==> src/design/dbp_ram.sv <==
module dbp_ram #(
    parameter int W     = 4,
    parameter int DEPTH = 96
) (
    input  logic                     i_clk,
    input  logic                     i_we,
    input  logic [$clog2(DEPTH)-1:0] i_waddr,
    input  logic [W-1:0]             i_wdata,
    input  logic [$clog2(DEPTH)-1:0] i_raddr,
    output logic [W-1:0]             o_rdata
);

    logic [W-1:0] r_mem [DEPTH];

    always_ff @(posedge i_clk) begin
        if (i_we) begin
            r_mem[i_waddr] <= i_wdata;
        end
        o_rdata <= r_mem[i_raddr];
    end

endmodule

==> config.mk <==
export PLATFORM = sky130hd
export DESIGN_NAME = dbp_ram
export DESIGN_NICKNAME = d
export VERILOG_FILES = /design/src/design/dbp_ram.sv
export SDC_FILE = /design/constraint.sdc
export NUM_CORES = 1
export LEC_CHECK = 0
export BUFFER_PORTS_ARGS = -buffer_cell sky130_fd_sc_hd__buf_4
export CORE_MARGIN = 2
export CORE_UTILIZATION = 45
export DETAILED_ROUTE_END_ITERATION = 6
export PLACE_DENSITY = 0.58
export SLEW_MARGIN = 15
export SYNTH_ARGS = -nofsm -noshare
export SYNTH_HDL_FRONTEND = slang
export SYNTH_SLANG_ARGS = --single-unit
==> constraint.sdc <==
create_clock -name i_clk -period 2.35 [get_ports i_clk]
set_input_delay 0.235 -clock i_clk [delete_from_list [all_inputs] [get_ports i_clk]]
set_output_delay 0.235 -clock i_clk [all_outputs]
set_load 0.05 [all_outputs]
==> results.py <==
metrics = {
    "outcome": {
        "run_status": "finished clean",
    },
    "finish": {
        "area_delta_synth_final_pct": 16.5,
        "nNetsFinal": 897,
        "final_core_util_pct": 53.2,
        "n_fill_cell": 2631,
        "antenna_diode_count": 0,
        "layout.cells.most_common": "sky130_fd_sc_hd__edfxtp_1",
        "share_of_post_route_cells_with_drive_strength_above_1_pct": 29.6,
        "layout_common_cells": "sky130_fd_sc_hd__edfxtp_1 (384), sky130_fd_sc_hd__buf_4 (105), sky130_fd_sc_hd__mux4_2 (102)",
    },
    "timing": {
        "fmaxAchievable_ghz": 0.488,
        "timing_hold_violations_final": 0,
        "fin_worst_hold_slack_ns": 0.117,
        "min_period_over_period_pct": 87.1,
        "worst_slew_pin_slew_ns": 1.06,
        "totalNegativeSetupSlack_ns": 0,
        "timing.final.max_slew_violations": 0,
        "finalSetupViolations": 0,
        "final_period_minus_worst_setup_slack_ns": 2.05,
        "final_skew_ns": 0.0128,
        "unrepaired_setup_endpoints_after_global_routing": "no",
        "max_slew_margin_pct": 29.5,
    },
    "worst_setup_path": {
        "critical-path-top-delay-family": "multiplexers",
        "crit_path_max_incr_delay_ns": 0.47,
        "critical_path.max_fanout": 1,
        "timing.critical_path.required_ns": 2.72,
        "crit_path_frequent_cell": "sky130_fd_sc_hd__mux4_2",
        "worst_setup_path_class": "flip-flop to flip-flop",
        "worst_path_max_delay_cell": "sky130_fd_sc_hd__mux4_2",
        "critPathCaptureType": "flip-flop",
        "critical_path.n_buffers_inverters": 0,
        "worst-endpoint-arrival_ns": 2.42,
        "crit_path_start_kind": "flip-flop",
        "worstPathCellList": "mux4_2 > mux4_2 > a32oi_1 > o311ai_0",
    },
    "clocking": {
        "post_cts_resized": 0,
        "clock-root-buffer": "sky130_fd_sc_hd__clkbuf_16",
        "htree_levels": 2,
        "worst_skew_pair.late_latency_ns": 0.53,
        "ctsLongestPathBuffers": 3,
        "cts_tree": "yes",
        "numCtsBuffers": 41,
        "post_cts_hold_buffer_count": 0,
        "clk_pin_slew_worst_paths_ns": 0.06,
        "post-cts-setup-buffers": 0,
        "clock_sink_count": 388,
    },
    "synthesis": {
        "mappedNetlistArea_um2": 15300,
        "postSynthAreaPerCell_um2": 20.2,
        "synth.ff_latch_count": 388,
        "yosys-top-cells-area": "sky130_fd_sc_hd__edfxtp_1 (75%), sky130_fd_sc_hd__mux4_2 (15%), sky130_fd_sc_hd__nor2_1 (2.3%)",
        "post-synth-top-area-fraction_pct": 75.2,
        "nets_in_the_synthesized_netlist": 779,
        "synth_top_cell_by_area": "sky130_fd_sc_hd__edfxtp_1",
        "synth.lib_cells_used.distinct": 36,
        "post_synth_inst_count": 759,
        "yosys_warnings": 0,
        "ys_seq_area_share_pct": 75.8,
    },
    "route": {
        "finalWirelength_mm": 35.1,
        "routed_wire_length_per_instance_um": 25.9,
        "drt-pass1-iter-count": 5,
        "post_drt_via_cell_ratio": 5.76,
        "detailroute.via_count": 7783,
        "detail_route.drc_violations": 0,
        "ant_nets": 0,
        "count_of_routing_violations_after_the_opening_detailed_route_iteration": 794,
    },
    "pwr": {
        "power_switching_share_pct": 20.7,
        "internal_power_mw": 11.4,
        "leakage_nw": 5.70,
        "seqPwrFrac_pct": 53.2,
        "power.density_cell_area_nw_per_um2": 807,
        "worst_ir_drop_vdd_mv": 0.584,
        "combinationalPowerShare_pct": 5.5,
        "power.switching_mw": 2.98,
        "clockPowerShare_pct": 41.4,
    },
    "hold_path": {
        "min_path_type": "input pin to flip-flop",
    },
    "floorplan": {
        "initial_utilization_pct": 45.7,
        "floorplan.die.width_um": 189,
        "die-height_um": 189,
        "fp.dieArea_um2": 35500,
        "num_rows": 67,
        "coreArea_um2": 33500,
        "ioPinCount": 24,
    },
    "global_routing": {
        "first_global_vias": 8165,
        "grt_antenna_before_repair": 0,
        "grtUsageTotal_pct": 20.2,
        "grt.overflow.total": 0,
        "first_pass_grt_wire_length_mm": 52.4,
        "grt_max_degree": 97,
    },
    "place": {
        "gpl.final_weighted_congestion": 0.820,
        "dpl.hpwl_mm": 22.5,
        "number_of_buffer_cells_added_on_primary_ports": 23,
    },
    "run": {
        "maxCapViolations": 0,
    },
}
flip-flops by register name, indices dropped and copies added, names as in the netlist:
signal / flops
r_mem: 384
o_rdata: 4
worst paths after layout:
kind | startpoint | to | slack, ns | cells after the start
setup / recovery | r_mem[25][3] | o_rdata[3] | 0.30 | 4
hold / removal | i_raddr[6] | o_rdata[3] | 0.12 | 2
setup reg to reg | r_mem[25][3] | o_rdata[3] | 0.30 | 4
hold reg to reg | r_mem[87][2] | o_rdata[2] | 0.91 | 5
power by group through the flow:
| stage | clock [mW] | combinational (mW) | sequential [mW] |
|---|---|---|---|
| 4_1_cts | 6.08 | 0.800 | 7.66 |
| 3_5_place_dp | 0 | 0.798 | 7.81 |
| 3_3_place_gp | 0 | 0.788 | 7.80 |
| 5_1_grt | 6.34 | 0.844 | 7.66 |
| 6_report | 5.96 | 0.789 | 7.66 |
| 2_1_floorplan | 0 | 0.405 | 7.83 |
metrics by stage:
step	power, mW	setup WS, ns	std cells	instance area, um2
4_1_cts	14.5	0.321	1352	17900
3_5_place_dp	8.60	0.00990	1282	16600
2_1_floorplan	8.24	0.351	759	15300
3_3_place_gp	8.59	0.0390	1282	16600
5_1_grt	14.8	0.253	1352	17900
6_report	14.4	0.303	1352	17900
per-layer routing:
layer	wire length, um	vias to the layer above	part of all wire, %	track usage [%]
met1	15000	4092	43	28.1
met5	0	-	0	0
met4	821	0	2.3	6.19
li1	-	3346	-	-
met3	2170	49	6.2	3.39
met2	17100	296	49	33.0
area by class of cell:
cell class	count	area [um2]	area share [%]
Timing Repair Buffer	113	940	5.26
Inverter	3	11.3	0.0631
Sequential cell	388	11600	65.0
Clock inverter	14	111	0.624
Clock buffer	56	1100	6.17
Multi-Input combinational cell	330	3520	19.7
Tap cell	448	561	3.14
cell families after synthesis:
family,after synthesis,share of synthesized area [%]
AND/OR/NAND/NOR,173,4.96
buffers and inverters,41,1.29
multiplexers,126,16.6
AO/OA/AOI/OAI,31,1.42
flip-flops,388,75.8
synth_stat cells:
cell type	instances
sky130_fd_sc_hd__o22a_1	1
sky130_fd_sc_hd__buf_6	1
sky130_fd_sc_hd__or3_1	1
sky130_fd_sc_hd__a211oi_1	1
sky130_fd_sc_hd__dfxtp_1	4
sky130_fd_sc_hd__inv_2	1
sky130_fd_sc_hd__and2_1	1
sky130_fd_sc_hd__buf_2	11
sky130_fd_sc_hd__mux2_2	2
sky130_fd_sc_hd__nor2b_1	9
sky130_fd_sc_hd__nor3_1	12
sky130_fd_sc_hd__a32oi_1	3
sky130_fd_sc_hd__clkbuf_1	18
sky130_fd_sc_hd__nand2_1	23
sky130_fd_sc_hd__nor2_1	94
sky130_fd_sc_hd__o2111ai_1	2
sky130_fd_sc_hd__a31oi_1	3
sky130_fd_sc_hd__mux4_2	102
sky130_fd_sc_hd__nand3_1	19
sky130_fd_sc_hd__nand4_1	2
sky130_fd_sc_hd__buf_4	6
sky130_fd_sc_hd__inv_1	2
sky130_fd_sc_hd__o311ai_0	1
sky130_fd_sc_hd__o211ai_1	3
sky130_fd_sc_hd__edfxtp_1	384
sky130_fd_sc_hd__o21ai_0	4
sky130_fd_sc_hd__a22oi_1	3
sky130_fd_sc_hd__a21oi_1	1
sky130_fd_sc_hd__nand2b_1	6
sky130_fd_sc_hd__and4_1	1
sky130_fd_sc_hd__mux2i_1	22
sky130_fd_sc_hd__o32a_1	1
sky130_fd_sc_hd__o22ai_1	8
sky130_fd_sc_hd__nor3b_1	1
sky130_fd_sc_hd__buf_1	2
sky130_fd_sc_hd__nand3b_1	4
(Power assumes the default switching activity.)
